## src/design/bta_pkg.sv

```systemverilog
// Shared types, constants and helpers for the bakery ticket arbiter.
package bta_pkg;

    localparam int THREADS     = 8;
    localparam int TICKET_BITS = 16;

    localparam int IDX_W   = (THREADS > 1) ? $clog2(THREADS) : 1;
    localparam int ACT_W   = $clog2(THREADS + 1);
    localparam int TID_W   = 3;
    localparam int ISSUE_W = 16;
    localparam int STAT_W  = 2;
    localparam int CFG_W   = 4;
    localparam int ADDR_W  = 3;

    localparam logic [TICKET_BITS-1:0] TICKET_MAX = {TICKET_BITS{1'b1}};
    localparam logic [ACT_W-1:0] ACTIVE_RESET = ACT_W'((THREADS < 8) ? THREADS : 8);
    localparam logic [ADDR_W-1:0] ADDR_ACTIVE = '0;

    typedef enum logic [STAT_W-1:0] {
        STAT_OK       = 2'd0,
        STAT_OVERFLOW = 2'd1,
        STAT_RANGE    = 2'd2
    } status_t;

    typedef enum logic {
        REQ_ACQUIRE = 1'b0,
        REQ_RELEASE = 1'b1
    } req_t;

    typedef enum logic {
        ST_IDLE = 1'b0,
        ST_SCAN = 1'b1
    } state_t;

    // Running record carried down the cell chain during a scan.
    typedef struct packed {
        logic [TICKET_BITS-1:0] max_tkt;
        logic                   all_found;
        logic [TICKET_BITS-1:0] all_tkt;
        logic [IDX_W-1:0]       all_idx;
        logic                   exc_found;
        logic [TICKET_BITS-1:0] exc_tkt;
        logic [IDX_W-1:0]       exc_idx;
    } scan_rec_t;

    // Ticket write broadcast to all cells at the end of a scan.
    typedef struct packed {
        logic                   en;
        logic [IDX_W-1:0]       idx;
        logic [TICKET_BITS-1:0] value;
    } tkt_wr_t;

    // Written active count: zero acts as one, above THREADS acts as THREADS.
    function automatic logic [ACT_W-1:0] clamp_active(input logic [CFG_W-1:0] v);
        logic [ACT_W-1:0] r;
        if (v == '0) begin
            r = ACT_W'(1);
        end else if (32'(v) > THREADS) begin
            r = ACT_W'(THREADS);
        end else begin
            r = ACT_W'(v);
        end
        return r;
    endfunction

endpackage

```

## src/design/bta_cell.sv

```systemverilog
// One arbiter cell: holds one thread's ticket and folds it into the passing scan record.
module bta_cell
    import bta_pkg::*;
(
    input  logic             clk,
    input  logic             rst_n,
    input  logic [IDX_W-1:0] cell_idx,
    input  logic             cell_active,
    input  logic [IDX_W-1:0] req_tid,
    input  tkt_wr_t          wr,
    input  scan_rec_t        rec_in,
    input  logic             vld_in,
    output scan_rec_t        rec_out,
    output logic             vld_out
);

    logic [TICKET_BITS-1:0] ticket_reg;
    scan_rec_t              rec_reg;
    scan_rec_t              rec_next;
    logic                   vld_reg;

    always_comb
    begin
        rec_next = rec_in;
        if (cell_active)
        begin
            if (ticket_reg > rec_in.max_tkt)
            begin
                rec_next.max_tkt = ticket_reg;
            end
            // Strict compare keeps the lower thread number on equal tickets.
            if (ticket_reg != '0 && (!rec_in.all_found || ticket_reg < rec_in.all_tkt))
            begin
                rec_next.all_found = 1'b1;
                rec_next.all_tkt   = ticket_reg;
                rec_next.all_idx   = cell_idx;
            end
            if (ticket_reg != '0 && cell_idx != req_tid &&
                (!rec_in.exc_found || ticket_reg < rec_in.exc_tkt))
            begin
                rec_next.exc_found = 1'b1;
                rec_next.exc_tkt   = ticket_reg;
                rec_next.exc_idx   = cell_idx;
            end
        end
    end

    always_ff @(posedge clk or negedge rst_n)
    begin
        if (!rst_n)
        begin
            ticket_reg <= '0;
            vld_reg    <= 1'b0;
        end
        else
        begin
            vld_reg <= vld_in;
            if (wr.en && wr.idx == cell_idx)
            begin
                ticket_reg <= wr.value;
            end
        end
    end

    always_ff @(posedge clk)
    begin
        if (vld_in)
        begin
            rec_reg <= rec_next;
        end
    end

    assign rec_out = rec_reg;
    assign vld_out = vld_reg;

endmodule

```

## src/design/bakery_ticket_arbiter_core.sv

```systemverilog
// Top level of the bakery ticket arbiter: request control, cell chain and register port.
//
// The arbiter keeps one ticket per thread in a chain of THREADS cells. A request is
// accepted when start is high and busy is low; busy then stays high until the result
// is shown. Each request launches one scan record that walks the cell chain, one cell
// per clock, collecting the largest active ticket and the lowest holder both with and
// without the requesting thread. A request passes through the launch register, each
// cell register in turn and the result register before its result is shown. busy
// drops in the same cycle as the result strobe rises, so the next request can be
// accepted at the edge that ends the strobe cycle; a new request is not taken until
// the scan of the last one has ended. The scan length through the cell chain sets
// the request rate. Every result is on the result ports for exactly one cycle,
// marked by result_valid, and the receiver cannot stall it: a transfer completes at
// the clock edge that ends that cycle. The active thread count is written through
// the APB port at byte address 0 and should only be changed while the block is idle;
// only the low four bits of the written value are used, a written zero acts as one
// and values above the thread count are capped.
module bakery_ticket_arbiter_core
    import bta_pkg::*;
(
    input  logic                clk,
    input  logic                rst_n,
    // Request channel.
    input  logic                start,
    output logic                busy,
    input  logic                req_type,
    input  logic [TID_W-1:0]    thread_id,
    // Result channel.
    output logic                result_valid,
    output logic [ISSUE_W-1:0]  ticket_issued,
    output logic                grant_valid,
    output logic [TID_W-1:0]    granted_thread,
    output logic [STAT_W-1:0]   status,
    // Configuration port.
    input  logic                psel,
    input  logic                penable,
    input  logic                pwrite,
    input  logic [ADDR_W-1:0]   paddr,
    input  logic [31:0]         pwdata,
    output logic [31:0]         prdata,
    output logic                pready
);

    // Control state.
    state_t           state_reg, state_next;
    logic             launch_reg, launch_next;
    logic             done_reg, done_next;
    logic [ACT_W-1:0] active_reg;

    // Request held for the length of the scan.
    req_t             req_reg;
    logic [IDX_W-1:0] tid_reg;
    logic             in_range_reg;

    // Registered result.
    logic [ISSUE_W-1:0] issued_reg, issued_next;
    logic               gvalid_reg, gvalid_next;
    logic [TID_W-1:0]   gthread_reg, gthread_next;
    status_t            status_reg, status_next;

    // Cell chain.
    scan_rec_t        rec [0:THREADS];
    logic             vld [0:THREADS];
    logic [THREADS:0] vld_vec;
    tkt_wr_t          wr;
    scan_rec_t        fin;

    logic accept;
    logic cfg_write;

    assign accept    = start && !busy;
    assign busy      = (state_reg == ST_SCAN);
    assign cfg_write = psel && penable && pwrite && pready;

    // The scan record enters the first cell in the cycle after acceptance, once the
    // requesting thread number has been captured.
    assign rec[0] = '0;
    assign vld[0] = launch_reg;

    for (genvar i = 0; i < THREADS; i++)
    begin : g_cell
        bta_cell u_cell (
            .clk         (clk),
            .rst_n       (rst_n),
            .cell_idx    (IDX_W'(i)),
            .cell_active (ACT_W'(i) < active_reg),
            .req_tid     (tid_reg),
            .wr          (wr),
            .rec_in      (rec[i]),
            .vld_in      (vld[i]),
            .rec_out     (rec[i+1]),
            .vld_out     (vld[i+1])
        );
    end

    for (genvar i = 0; i <= THREADS; i++)
    begin : g_vld
        assign vld_vec[i] = vld[i];
    end

    assign fin = rec[THREADS];

    // Next state, result and the ticket write that ends a request. A new ticket is
    // always above every other active ticket, so it wins the grant only when no other
    // thread holds one; that is why the record keeps a holder with the requester left
    // out as well as the holder over all threads.
    always_comb
    begin
        state_next   = state_reg;
        launch_next  = 1'b0;
        done_next    = 1'b0;
        issued_next  = issued_reg;
        gvalid_next  = gvalid_reg;
        gthread_next = gthread_reg;
        status_next  = status_reg;
        wr           = '0;

        unique case (state_reg)
            ST_IDLE:
            begin
                if (accept)
                begin
                    state_next  = ST_SCAN;
                    launch_next = 1'b1;
                end
            end
            ST_SCAN:
            begin
                if (vld[THREADS])
                begin
                    state_next  = ST_IDLE;
                    done_next   = 1'b1;
                    issued_next = '0;
                    status_next = STAT_OK;
                    gvalid_next = fin.all_found;
                    gthread_next = fin.all_found ? TID_W'(fin.all_idx) : '0;
                    if (!in_range_reg)
                    begin
                        status_next = STAT_RANGE;
                    end
                    else if (req_reg == REQ_ACQUIRE)
                    begin
                        if (fin.max_tkt == TICKET_MAX)
                        begin
                            status_next = STAT_OVERFLOW;
                        end
                        else
                        begin
                            wr.en        = 1'b1;
                            wr.idx       = tid_reg;
                            wr.value     = fin.max_tkt + 1'b1;
                            issued_next  = ISSUE_W'(fin.max_tkt + 1'b1);
                            gvalid_next  = 1'b1;
                            gthread_next = fin.exc_found ? TID_W'(fin.exc_idx)
                                                         : TID_W'(tid_reg);
                        end
                    end
                    else
                    begin
                        wr.en        = 1'b1;
                        wr.idx       = tid_reg;
                        wr.value     = '0;
                        gvalid_next  = fin.exc_found;
                        gthread_next = fin.exc_found ? TID_W'(fin.exc_idx) : '0;
                    end
                end
            end
            default:
            begin
                state_next = ST_IDLE;
            end
        endcase
    end

    always_ff @(posedge clk or negedge rst_n)
    begin
        if (!rst_n)
        begin
            state_reg  <= ST_IDLE;
            launch_reg <= 1'b0;
            done_reg   <= 1'b0;
            active_reg <= ACTIVE_RESET;
        end
        else
        begin
            state_reg  <= state_next;
            launch_reg <= launch_next;
            done_reg   <= done_next;
            if (cfg_write && paddr == ADDR_ACTIVE)
            begin
                active_reg <= clamp_active(pwdata[CFG_W-1:0]);
            end
        end
    end

    always_ff @(posedge clk)
    begin
        if (accept)
        begin
            req_reg      <= req_t'(req_type);
            tid_reg      <= IDX_W'(thread_id);
            in_range_reg <= (8'(thread_id) < 8'(active_reg));
        end
        issued_reg  <= issued_next;
        gvalid_reg  <= gvalid_next;
        gthread_reg <= gthread_next;
        status_reg  <= status_next;
    end

    assign result_valid   = done_reg;
    assign ticket_issued  = issued_reg;
    assign grant_valid    = gvalid_reg;
    assign granted_thread = gthread_reg;
    assign status         = status_reg;

    assign pready = 1'b1;
    assign prdata = (paddr == ADDR_ACTIVE) ? 32'(active_reg) : '0;

    // Only one scan record is ever in flight.
    a_one_token: assert property (@(posedge clk) disable iff (!rst_n)
        $onehot0(vld_vec))
        else $error("more than one scan record in the cell chain");

    // A scan record only exists while a request is being served.
    a_token_busy: assert property (@(posedge clk) disable iff (!rst_n)
        vld[THREADS] |-> busy)
        else $error("scan record reached the chain end while idle");

    // A result transfer ends a request, so the block is idle when it is shown.
    a_done_idle: assert property (@(posedge clk) disable iff (!rst_n)
        result_valid |-> !busy && $past(busy))
        else $error("result shown outside the end of a request");

    // A freshly issued ticket means somebody holds the lock.
    a_issue_grant: assert property (@(posedge clk) disable iff (!rst_n)
        (result_valid && ticket_issued != '0) |-> grant_valid)
        else $error("ticket issued without a grant");

endmodule
```

## config.mk

```make
export PLATFORM = sky130hd
export DESIGN_NAME = bakery_ticket_arbiter_core
export DESIGN_NICKNAME = d
export VERILOG_FILES = /design/src/design/bta_pkg.sv /design/src/design/bta_cell.sv /design/src/design/bakery_ticket_arbiter_core.sv
export SDC_FILE = /design/constraint.sdc
export NUM_CORES = 1
export LEC_CHECK = 0
export BUFFER_PORTS_ARGS = -buffer_cell sky130_fd_sc_hd__buf_2
export CAP_MARGIN = 20
export CORE_MARGIN = 2
export CORE_UTILIZATION = 55
export CTS_BUF_LIST = sky130_fd_sc_hd__clkbuf_4
export CTS_CLUSTER_DIAMETER = 50
export DETAILED_ROUTE_END_ITERATION = 8
export PLACE_DENSITY_LB_ADDON = 0.1
export SYNTH_ARGS = -nofsm -noshare
export SYNTH_HDL_FRONTEND = slang
export SYNTH_SLANG_ARGS = --single-unit
```

## constraint.sdc

```tcl
create_clock -name clk -period 2.95 [get_ports clk]
set_input_delay 0.59 -clock clk [delete_from_list [all_inputs] [get_ports clk]]
set_output_delay 0.59 -clock clk [all_outputs]
set_load 0.03 [all_outputs]
```

======== After elaboration in Yosys (flattened, before gate mapping) ========
Cells that the tools add are included.
word-level totals
  bits in registers ....................... 586
  input bits .............................. 45
  output and inout bits ................... 57
  word-level logic and storage cells ...... 267
operators by class
  add/subtract/negate cells ............... 1
  $lt $le $gt $ge ......................... 32
  eq/ne operators ......................... 15
  mux-type cells .......................... 54
  bitwise logic cells ..................... 2
  reductions and logical operators ........ 81
operators by type and width
  kind                     count
  $mux W20                 21
  $mux W56                 7
  $lt A16 B16 Y1           14
  $reduce_bool A16 Y1      8
  $gt A16 B16 Y1           7
  $mux W16                 7
  $logic_and A1 B1 Y1      34
  $mux W3                  6
  $add A16 B1 Y16 const B  1
  $eq A16 B16 Y1 const B   1
  $gt A16 B1 Y1 const B    1
  $lt A3 B4 Y1 const A     4
  $logic_not A1 Y1         15
  $logic_or A1 B1 Y1       14
  $eq A3 B3 Y1 const B     4
  $mux W4                  3
  $ne A3 B3 Y1 const A     4
  $mux W1                  9
  $lt A1 B4 Y1 const A     2
  $lt A2 B4 Y1 const A     2
  $reduce_and A2 Y1        4
  $eq A3 B2 Y1 const B     2
  $logic_not A3 Y1         2
  $ne A2 B3 Y1 const A     2
  other kinds (10)         11

======== Logic depth before layout (Yosys ltp) ========
  depth after elaboration ................. 8
  depth in mapped cells ................... 10
  depth with buffers taken out ............ 8

======== Modules after synthesis ========
Synthesis repeated with hierarchy kept, for this count alone.
second synthesis, totals
  cells, all modules ...................... 2852
  area, all modules ....................... 36299.8 sq um
modules (own cells, without submodules)
  module                            times used  cells an instance  area each (sq um)  seq. area each (sq um)
  bta_cell at g_cell[0].u_cell ...  7           330                4277.9             2107.0
  bta_cell at g_cell[2].u_cell      1           330                4255.3             2107.0
  bakery_ticket_arbiter_core        1           212                2099.5             987.2

======== Least setup slack after synthesis ========
No wires, ideal clock.
  path kind ............................... register to register
  from .................................... register g_cell[3].u_cell.ticket_reg[11]
  to ...................................... register g_cell[3].u_cell.rec_reg (netlist bit g_cell[3].u_cell.rec_out[31]), data pin
  library setup time ...................... 260 ps
  arrival ................................. 2323 ps
  required time ........................... 2690 ps
  path slack .............................. 367 ps
  cell stages (with the launch flop) ...... 9
  path buffers ............................ 1
  period minus slack after synthesis ...... 2583 ps
  path through ............................ dfrtp_1 -> ha_1 -> a21oi_1 -> o21ai_0 -> a2111oi_0 -> o31ai_1 -> a21oi_2 -> buf_6 -> mux2_2
RTL lines
  what                    RTL line        text
  start, declared         bta_cell.sv:17  logic [TICKET_BITS-1:0] ticket_reg;
  start signal, assigned  bta_cell.sv:60  ticket_reg <= wr.value;
  end signal, assigned    bta_cell.sv:69  rec_reg <= rec_next;
  end, declared           bta_cell.sv:18  scan_rec_t rec_reg;

==> summary.md <==
| Metric | Value |
|---|---|
| Crit path from | g_cell[1].u_cell.rec_out[17]$_DFFE_PP_ |
| Critical path class | reg -> reg |
| Clock Tree Root | clkbuf_4 |
| Via count | roughly 21000 |
| Pin count of the biggest net entering global routing | 56 |
| Seq cells post-synth | 556 |
| Post-DR wirelength/cell | between 20 and 25 µm |
| Combinational fraction of design power | between 30 and 40% |
| Final ANT Viol Nets | 0 |
| Design area | about 0.035 mm² |
| Period utilisation layout | a little over nine tenths |
| Tightest Pin Transition | 974 ps |
| Commonest non-fill, non-tap cell in the layout | edfxtp_1 |
| Final setup viols | 0 |
| Hold WC Path Type | in -> reg |
| CP Max Fanout | 10 |
| GR Util All Layers | 30.4% |
| H-Tree Depth | 4 |
| Post-Syn Area per Cell | approximately 12 µm² |
| # IOs | 102 |
| Status | finished clean |
| Final Hold Viols | 0 |
| Proportion of netlist area held by the largest area contributor | approximately two fifths |
| PortBufs | 44 |
| Main flop type after synthesis | edfxtp_1 |
| Power per cell area | around 860 mW/mm² |
| Fill count | 4451 |
| Global-route wire length before repair | between 100 and 150 mm |
| Final wirelength | about 85 mm |
| Max Slew Vio Count | 0 |
| Area growth syn-to-layout | 14.3% |
| GRT busiest layer | met2 |
| Yosys top cell by area | edfxtp_1 |
| Vias per cell | 5.54 |
| CTS max path bufs | 3 |
| Relative slew slack | 35.1% |
| Clock sink count | about 560 |
| Total negative setup slack | 0 ps |
| NumNets Final | approximately 3300 |
| Mapped cell area | approximately 0.031 mm² |
| Clk Latency, worst-skew pair | ~1000 ps |
| Core Rows | 86 |
| Largest register FFs | around 390 |
| Initial DRC count | 1448 |
| Synth Warn # | 0 |
| Switching share of power | between 30% and 40% |
| Number of CTS-inserted buffers | 149 |
| Clk slew on worst S/H paths | ~60 ps |
| Vias in the first global route | between 20000 and 25000 |
| CTS tree | yes |
| Starting density of the core | a little under three fifths |
| Register share of total power | a little over two fifths |
| Netlist cell types | 70 |
| Fin Clk Skew | approximately 64 ps |
| Post-synthesis sequential area ratio | a little over half |
| Most frequent cells in the layout | 413 x edfxtp_1, 338 x inv_1, 311 x ha_1 |
| RSZ-0062 raised after global routing | no |
| Top post-synthesis cells by area | edfxtp_1 41%, ha_1 13%, dfrtp_1 12%, mux2_2 11%, inv_1 4.1% |
| Reg-to-Reg Start | g_cell[1].u_cell.rec_out[17]$_DFFE_PP_ |
| P_int | 19.8 mW |
| Worst VDD drop | around 0.0007 V |
| Final GP Congestion | 0.930 |
| DRC Markers | 0 |
| Core area | between 0.05 and 0.06 mm² |
| GRT met1 Usage | 36.8% |
| Gr ovfl total | 0 |
| Area after DPL | 0.0327 mm² |
| GR Layer Usage met3 | roughly 6.6% |
| Number of flops mapped to enable cells by yosys | between 400 and 500 |
| Die W | roughly 240 µm |
| Layout cell share with drive strength beyond 1 | 26.5% |
| Initial antenna violation count | 9 |
| First-pass iteration count of the detailed router | 5 |
| P_leak | 15.9 nW |
| Hold Crit Start | penable |
| Critical path launch point type | flip-flop |
| Synth async-reset ratio | 25.7% |
| Worst Setup End Kind | flip-flop |
| Peak Freq | 0.344 GHz |
| Arr. time, crit path | around 3600 ps |
| Clock period minus worst slack | roughly 2900 ps |
| Max Cap Violations | 0 |
| Clock power share | approximately a quarter |
| Cells after synthesis | between 2000 and 3000 |
| WP data required | around 3700 ps |
| HPWL after DPL | roughly 64 mm |
| Die H | between 200 and 250 µm |
| Die Area | ~0.058 mm² |
| Switching power | between 10 and 15 mW |
| GRT met2 Usage | 50.1% |
[layout make-up]
class | instances | area, µm² | area share (%)
flip-flops and latches | 556 | 16000 | 45.7
multi-input cells | 1636 | 13000 | 37.1
repair buffers | 228 | 1780 | 5.09
clock buffers | 222 | 1670 | 4.76
inverters | 339 | 1270 | 3.64
well taps | 748 | 936 | 2.67
clock inverters | 53 | 360 | 1.03
diodes | 8 | 20.0 | 0.0572
[logic make-up after synthesis]
kind of cell | synth area share (%)
muxes | 11.5
adders and majority gates | 12.7
and+or+nand+nor | 9.10
xor gates and xnor gates | 0.401
buffers and inverters | 5.85
AOI/OAI and AO/OA | 8.22
other | 0.0245
DFF | 52.2
[per-stage QoR]
stage	util, %	hold slack, ps	power [mW]	setup slack, ps	std cells
after CTS	63.3	3.56	30.3	40.2	3776
after global routing	63.5	71.7	32.0	10.8	3787
after global placement	59.4	486	22.6	-109	3486
final	63.5	95.7	30.2	42.0	3790
after floorplan	-	294	19.1	367	2611
after detailed placement	59.4	492	22.9	-34.3	3488
[layer usage]
| layer | vias up | part of all wire [%] |
|---|---|---|
| met5 | - | 0 |
| met4 | 0 | 5.7 |
| met3 | 184 | 5.4 |
| met2 | 560 | 49 |
| met1 | 10200 | 40 |
| li1 | 10100 | - |
[synthesized netlist by cell type (23+ instances only)]
cell and count:
dfrtp_1 142, nor4_1 37, o21ai_0 181, a21o_1 24
edfxtp_1 413, nor2_1 48, a21oi_1 120, and2_1 42
buf_2 23, nand2_1 223, inv_1 338, mux2_2 291
buf_4 36, nand4_1 53, nand3_1 37, ha_1 311
nand2b_1 27
[final timing paths]
check	to	depth (start not counted)	slack, ps
worst min-delay path	active_reg[1]$_DFFE_PN0P_	3	100
worst max register to register	g_cell[2].u_cell.rec_out[5]$_DFFE_PP_	9	40
max in group asynchronous	g_cell[1].u_cell.vld_out$_DFF_PN0_	4	840
worst max-delay path	g_cell[2].u_cell.rec_out[5]$_DFFE_PP_	9	40
worst min register to register	g_cell[6].u_cell.rec_out[0]$_DFFE_PP_	1	480
min in group asynchronous	g_cell[1].u_cell.ticket_reg[5]$_DFFE_PN0P_	3	580
[power by group through the flow]
stage | Clock, mW | Sequential (mW) | Combinational (mW)
after floorplan | 0 | 12.6 | 6.49
after global placement | 0 | 12.9 | 9.70
after detailed placement | 0 | 12.9 | 9.98
after CTS | 7.41 | 12.8 | 10.1
after global routing | 7.83 | 12.9 | 11.2
final | 7.23 | 12.8 | 10.2
[what timing repair did]
action                                  in CTS  in global routing
hold endpoints to repair                   142                  0
hold buffers                                13                  0
gates resized for setup                      3                  3
endpoints found under the setup margin      16                 48
pin swaps                                    0                  1
buffers inserted                             0                  2
[worst max-delay path, cell delays in order (launching register included)]
cell and delay (ps):
edfxtp_1 360, inv_1 50, ha_1 310, nand4_1 220
nor4_1 520, o211ai_1 260, o211ai_1 230, a21oi_4 180
buf_8 200, mux2_2 270
(Power assumes the default switching activity.)
